$ cat src/hdl/mse_pkg.sv
// mse_pkg: shared types, opcode/funct codes and sizes for the MIPS subset
// execute unit. No dependencies; imported by every module in hdl/.
`timescale 1ns / 1ps

package mse_pkg;

	// Data memory geometry (word addressed, power of two)
	localparam int MEM_AW     = 10;
	localparam int DATA_WORDS = 1 << MEM_AW;
	// Width of the reported word index
	localparam int IDX_W      = 10;

	localparam int REG_AW     = 5;
	localparam int REGS       = 1 << REG_AW;
	localparam logic [REG_AW-1:0] SP_INDEX = REG_AW'(29);

	typedef enum logic [5:0] {
		OP_RTYPE = 6'd0,
		OP_ADDI  = 6'd8,
		OP_ADDIU = 6'd9,
		OP_SLTI  = 6'd10,
		OP_SLTIU = 6'd11,
		OP_LW    = 6'd35,
		OP_SW    = 6'd43
	} opcode_t;

	typedef enum logic [5:0] {
		FN_SLL  = 6'd0,
		FN_SRL  = 6'd2,
		FN_ADD  = 6'd32,
		FN_ADDU = 6'd33,
		FN_SUB  = 6'd34,
		FN_SUBU = 6'd35,
		FN_SLT  = 6'd42,
		FN_SLTU = 6'd43
	} funct_t;

	// Decoded and executed instruction, carried from execute into the result stage
	typedef struct packed {
		logic              reg_we;   // writes a nonzero register
		logic [REG_AW-1:0] dest;     // zero when nothing is written
		logic [31:0]       value;    // ALU result, zero for loads / no write
		logic              ld_wb;    // load whose data goes to a register
		logic              mem_rd;   // lw
		logic              mem_we;   // sw
		logic [MEM_AW-1:0] addr;     // word index, zero when no memory access
		logic [31:0]       data;     // store data (rt value)
		logic              bad;      // outside the supported subset
	} exec_t;

	// Register file contents right after reset
	function automatic logic [31:0] rf_reset_val(input logic [REG_AW-1:0] idx);
		logic [31:0] v;
		v = '0;
		if (idx == SP_INDEX) begin
			v = 32'(DATA_WORDS - 1);
		end
		return v;
	endfunction

endpackage

$ cat src/hdl/mse_exec.sv
// mse_exec: decode and ALU for the supported subset, purely combinational.
// Takes the instruction and its operands, produces an exec_t. Depends on mse_pkg.
`timescale 1ns / 1ps

module mse_exec
	import mse_pkg::*;
(
	input  logic [31:0] instr,
	input  logic [31:0] vs,
	input  logic [31:0] vt,
	output exec_t       ex
);

	logic [5:0]        opcode;
	logic [5:0]        funct;
	logic [REG_AW-1:0] rt;
	logic [REG_AW-1:0] rd;
	logic [4:0]        shamt;
	logic [31:0]       simm;
	logic [31:0]       opb;
	logic [31:0]       sum;
	logic [31:0]       diff;
	logic              lt_s;
	logic              lt_u;
	logic              do_reg;
	logic              is_lw;
	logic              is_sw;
	logic              bad;
	logic              wr;
	logic [REG_AW-1:0] dest;
	logic [31:0]       value;

	// fields
	assign opcode = instr[31:26];
	assign rt     = instr[20:16];
	assign rd     = instr[15:11];
	assign shamt  = instr[10:6];
	assign funct  = instr[5:0];
	assign simm   = {{16{instr[15]}}, instr[15:0]};

	// shared datapath: second operand is rt for R type, immediate otherwise
	assign opb  = (opcode == OP_RTYPE) ? vt : simm;
	assign sum  = vs + opb;
	assign diff = vs - opb;
	assign lt_s = $signed(vs) < $signed(opb);
	assign lt_u = vs < opb;

	// decoder
	always_comb begin
		do_reg = 1'b0;
		is_lw  = 1'b0;
		is_sw  = 1'b0;
		bad    = 1'b0;
		dest   = rt;
		value  = '0;
		unique case (opcode) inside
			OP_RTYPE: begin
				dest   = rd;
				do_reg = 1'b1;
				unique case (funct) inside
					FN_SLL:          value = vt << shamt;
					FN_SRL:          value = vt >> shamt;
					FN_ADD, FN_ADDU: value = sum;
					FN_SUB, FN_SUBU: value = diff;
					FN_SLT:          value = {31'b0, lt_s};
					FN_SLTU:         value = {31'b0, lt_u};
					default: begin
						do_reg = 1'b0;
						bad    = 1'b1;
					end
				endcase
			end
			OP_ADDI, OP_ADDIU: begin
				value  = sum;
				do_reg = 1'b1;
			end
			OP_SLTI: begin
				value  = {31'b0, lt_s};
				do_reg = 1'b1;
			end
			OP_SLTIU: begin
				value  = {31'b0, lt_u};
				do_reg = 1'b1;
			end
			OP_LW: begin
				is_lw  = 1'b1;
				do_reg = 1'b1;
			end
			OP_SW: begin
				is_sw = 1'b1;
			end
			default: begin
				bad = 1'b1;
			end
		endcase
	end

	// register zero is never written; zero the unused fields
	assign wr        = do_reg && (dest != '0);
	assign ex.reg_we = wr;
	assign ex.dest   = wr ? dest : '0;
	assign ex.value  = (wr && !is_lw) ? value : '0;
	assign ex.ld_wb  = wr && is_lw;
	assign ex.mem_rd = is_lw;
	assign ex.mem_we = is_sw;
	assign ex.addr   = (is_lw || is_sw) ? sum[MEM_AW-1:0] : '0;
	assign ex.data   = vt;
	assign ex.bad    = bad;

endmodule

$ cat config.mk
export PLATFORM = sky130hd
export DESIGN_NAME = mse_exec
export DESIGN_NICKNAME = d
export VERILOG_FILES = /design/src/hdl/mse_pkg.sv /design/src/hdl/mse_exec.sv
export SDC_FILE = /design/constraint.sdc
export NUM_CORES = 1
export LEC_CHECK = 0
export BUFFER_PORTS_ARGS = -buffer_cell sky130_fd_sc_hd__clkbuf_2
export CORE_MARGIN = 5
export CORE_UTILIZATION = 32
export DETAILED_ROUTE_END_ITERATION = 16
export GPL_ROUTABILITY_DRIVEN = 0
export GPL_TIMING_DRIVEN = 0
export SLEW_MARGIN = 0
export SYNTH_ARGS = -nofsm -noshare
export SYNTH_HDL_FRONTEND = slang
export SYNTH_SLANG_ARGS = --single-unit
$ cat constraint.sdc
create_clock -name vclk -period 4.47
set_input_delay 0.447 -clock vclk [all_inputs]
set_output_delay 0.447 -clock vclk [all_outputs]
set_load 0.005 [all_outputs]
Yosys cells after proc, flatten, opt, wreduce, memory -nomap -nowiden
Cells that the tools add are included.
{"block": "classes", "n_reduce_logical": 14, "order_cmp": 2, "n_shift": 2, "n_addsub": 2, "eq_ne": 13, "mux": 13}
{"cell": "32-bit case mux with 6 select lines", "count": 1}
{"cell": "32-bit case mux with 4 select lines", "count": 1}
{"cell": "32-bit less-than comparator", "count": 2}
{"cell": "32-bit 2-to-1 mux", "count": 2}
{"cell": "6-bit equality test, second input constant", "count": 8}
{"cell": "32-bit adder", "count": 1}
{"cell": "32-bit by 5-bit << shifter with 32-bit output", "count": 1}
{"cell": "32-bit by 5-bit right shift with 32-bit output", "count": 1}
{"cell": "32-bit subtractor", "count": 1}
{"cell": "6-bit by 4-bit equality test with 1-bit output, second input constant", "count": 4}
{"cell": "6-bit logical NOT", "count": 2}
{"cell": "10-bit 2-to-1 mux", "count": 1}
{"cell": "5-bit 2-to-1 mux", "count": 2}
{"cell": "8-bit OR reduction", "count": 1}
{"cell": "6-bit by 2-bit equality test with 1-bit output, second input constant", "count": 1}
{"cell": "2-bit OR reduction", "count": 3}
{"cell": "6-bit OR reduction", "count": 1}
{"cell": "5-bit nonzero test", "count": 1}
{"cell": "5-bit OR reduction", "count": 1}
{"cell": "1-bit 2-to-1 mux", "count": 4}
{"cell": "1-bit case mux with 2 select lines", "count": 2}
{"cell": "1-bit logical AND", "count": 3}
{"cell": "1-bit logical NOT", "count": 1}
{"cell": "1-bit logical OR", "count": 1}
{"block": "totals", "input_bits": 96, "reg_bits": 0, "word_cells": 46, "out_inout_bits": 84}

Longest topological paths before layout
{"block": "depth", "word_depth": 7, "mapped_depth": 18, "ltp_nobuf": 15}

Least setup slack after synthesis
No wires, ideal clock.
{"block": "synth_timing", "kind": "input to output", "startpoint": "input port instr[28]", "endpoint": "output port ex[76] in the netlist's numbering", "path_buffers": 2, "required_time_ns": 4.023, "slack_ns": -0.402, "arrival_time_ns": 4.425, "stages": 17, "path_cell_list": "or3_1 or4_1 buf_2 buf_1 nand2_1 nand2_1 ha_1 fa_1 o21ba_1 or4_4 a211oi_4 o21ai_2 o211ai_2 and2_4 a31oi_2 nor3b_1 or4_1"}
{"item": "start: declaration", "line": "mse_exec.sv:8", "rtl": "input logic [31:0] instr,"}
{"item": "end: declaration", "line": "mse_exec.sv:11", "rtl": "output exec_t ex"}

==> impl_metrics.py <==
metrics = {
    "pwr": {
        "powerDensity_mw_per_mm2": 135,
        "p_leak_nw": 5.02,
        "p_total_mw": 1.59,
        "ir_drop_mv": 0.0492,
        "p_clk_frac": 0,
        "power_frac_seq": 0,
        "swShare": 0.581,
        "p_int_mw": 0.666,
        "power_frac_comb": 1.000,
        "p_sw_mw": 0.922,
    },
    "job": {
        "maxCapViolCount": 0,
    },
    "logic_synthesis": {
        "synth_commonest_cells": "nor2_1, nand2_1, a21oi_1",
        "synthMostInstantiatedCell": "nor2_1",
        "postSynthCellCount": 1245,
        "syn_nets": 1407,
        "synth_area_mm2": 0.00846,
        "ys_seq_area_frac": 0,
        "synth_top_area_frac": 0.120,
        "postSynthAreaPerCell_um2": 6.80,
        "yosysTopAreaCell": "mux4_2",
        "synth-warning-count": 0,
        "synth_area_leaders": "mux4_2, ha_1, nor2_1, a21oi_1, mux2i_1",
        "synth_cell_type_count": 79,
    },
    "critical_path": {
        "cp_max_fo": 7,
        "required_ns": 4.02,
        "cp-end-kind": "output pin",
        "critical_path_class": "in -> out",
        "critPathLaunchType": "input port",
        "cp.arrival_ns": 4.70,
    },
    "timing": {
        "fin_ws_ns": -0.677,
        "finalSetupViolCount": 20,
        "timing.fmax_mhz": 194,
        "tns_ns": -7.64,
        "worstMarginPinSlew_ns": 1.21,
        "min_period_ns": 5.15,
        "slew_headroom": 0.185,
        "fin_hold_ws_ns": 1.18,
        "final_hold_viol_count": 0,
        "slew_viol_final": 0,
        "rsz0062_at_grt": "yes",
        "period_share": 1.15,
    },
    "grt": {
        "grt_remaining_overflow": 0,
        "grt_pass1_wl_mm": 63.5,
        "grt.total_usage": 0.261,
        "use_met3": 0.0413,
        "grt_max_degree": 20,
        "met2_usage": 0.400,
        "gr-usage-met1": 0.360,
        "top_usage_layer": "met2",
        "antenna_found_initial": 0,
        "grt_pass1_vias": 10734,
    },
    "run_status": {
        "outcome": "finished, violations left",
        "violations": "negative setup slack",
    },
    "cells_and_area": {
        "drive_above_1_share": 0.385,
        "seq_cells": 0,
        "nets": 1656,
        "fill_cells": 2638,
        "n_clock_buffer": 0,
        "diodes": 0,
        "fin_cells": 1827,
        "fin_util": 0.451,
        "seqCellArea_um2": 0,
        "finalInstanceArea_mm2": 0.0118,
        "area_growth_pct": 39.0,
    },
    "die": {
        "start_util": 0.325,
        "dieArea_mm2": 0.0298,
        "num_io_pins": 180,
        "rows": 59,
        "die_y_um": 173,
        "coreArea_mm2": 0.0261,
        "dieWidth_um": 173,
    },
    "drt": {
        "first_pass_iters": 7,
        "wl_per_cell_um": 23.7,
        "route.vias.total": 11589,
        "routed_wl_mm": 43.2,
        "drc": 0,
        "antenna_left": 0,
        "vias_per_cell": 6.34,
        "drt-initial-drc-count": 1706,
    },
    "placement": {
        "place_inst": 1752,
        "dpl.hpwl_mm": 33.0,
        "portBuffers": 172,
        "preCtsSetupSlack_ns": -2.07,
        "dpl_cell_area_mm2": 0.00978,
    },
    "hold_path": {
        "hp-class": "in -> out",
    },
}
==> path summary, 6_finish.rpt <==
kind | slack (ns) | to | start | depth (start not counted)
worst min-delay path | 1.18 | ex[79] | instr[17] | 4
worst max-delay path | -0.68 | ex[76] | instr[28] | 17
==> what timing repair did <==
action,4_1_cts,5_1_grt
pin swaps,70,57
resized for setup,199,111
endpoints found under the setup margin,37,27
hold buffers,0,0
setup buffers,48,39
==> final cells by class <==
type | instances | area, µm² | area share
inverter | 72 | 285 | 0.0243
timing repair buffer | 256 | 1590 | 0.135
buffer | 119 | 758 | 0.0645
tap | 335 | 419 | 0.0356
multi-input combinational | 1045 | 8710 | 0.741
==> critical path, stage by stage <==
cell and delay [ns]:
buf_6 0.09, or3_4 0.41, or4_4 0.47, buf_12 0.16
and2_4 0.17, a21o_1 0.22, ha_1 0.30, buf_6 0.14
nor3_4 0.26, nand2_1 0.12, or4_1 0.49, o211ai_2 0.27
and2_4 0.21, a31oi_4 0.09, nor3b_2 0.19, or4_4 0.52
clkbuf_2 0.13
==> power groups by stage <==
stage                     sequential, mW  combinational, mW  clock (mW)
final                                  0               1.59           0
after detailed placement               0               1.18           0
after global placement                 0               1.18           0
after floorplan                        0              0.804           0
after CTS                              0               1.39           0
after global routing                   0               1.66           0
==> routing by layer <==
metal	wire, µm	part of all wire	vias up
li1	-	-	5040
met1	17300	0.40	5430
met2	18500	0.43	921
met3	4730	0.11	198
met4	2750	0.064	0
met5	0	0	-
==> kinds of logic after synthesis <==
group | share of synthesized area
and+or+nand+nor | 0.228
AOI/OAI and AO/OA | 0.316
buffers and inverters | 0.112
muxes | 0.194
adders and majority gates | 0.0994
xor gates and xnor gates | 0.0507
==> cells in the final DEF, fill, tap and decap left out, drive strengths merged, types with 6 or more instances in the layout <==
cell and n:
clkbuf 204, buf 171, nor2 162, nand2 117
a21oi 100, o21ai 77, inv 70, ha 64
mux2i 47, mux4 45, xnor2 39, a21o 33
nor3 29, o22ai 29, a211oi 22, nor2b 17
a22oi 16, o211ai 15, nand3 15, mux2 14
nand2b 13, a31oi 13, o21bai 12, xor2 10
and2 10, or3 10, a221oi 10, nor4 9
o31ai 9, nand4 8, o221ai 8, and3 7
or4 7, or2 6
No activity file was read; power rests on OpenSTA's default activity.
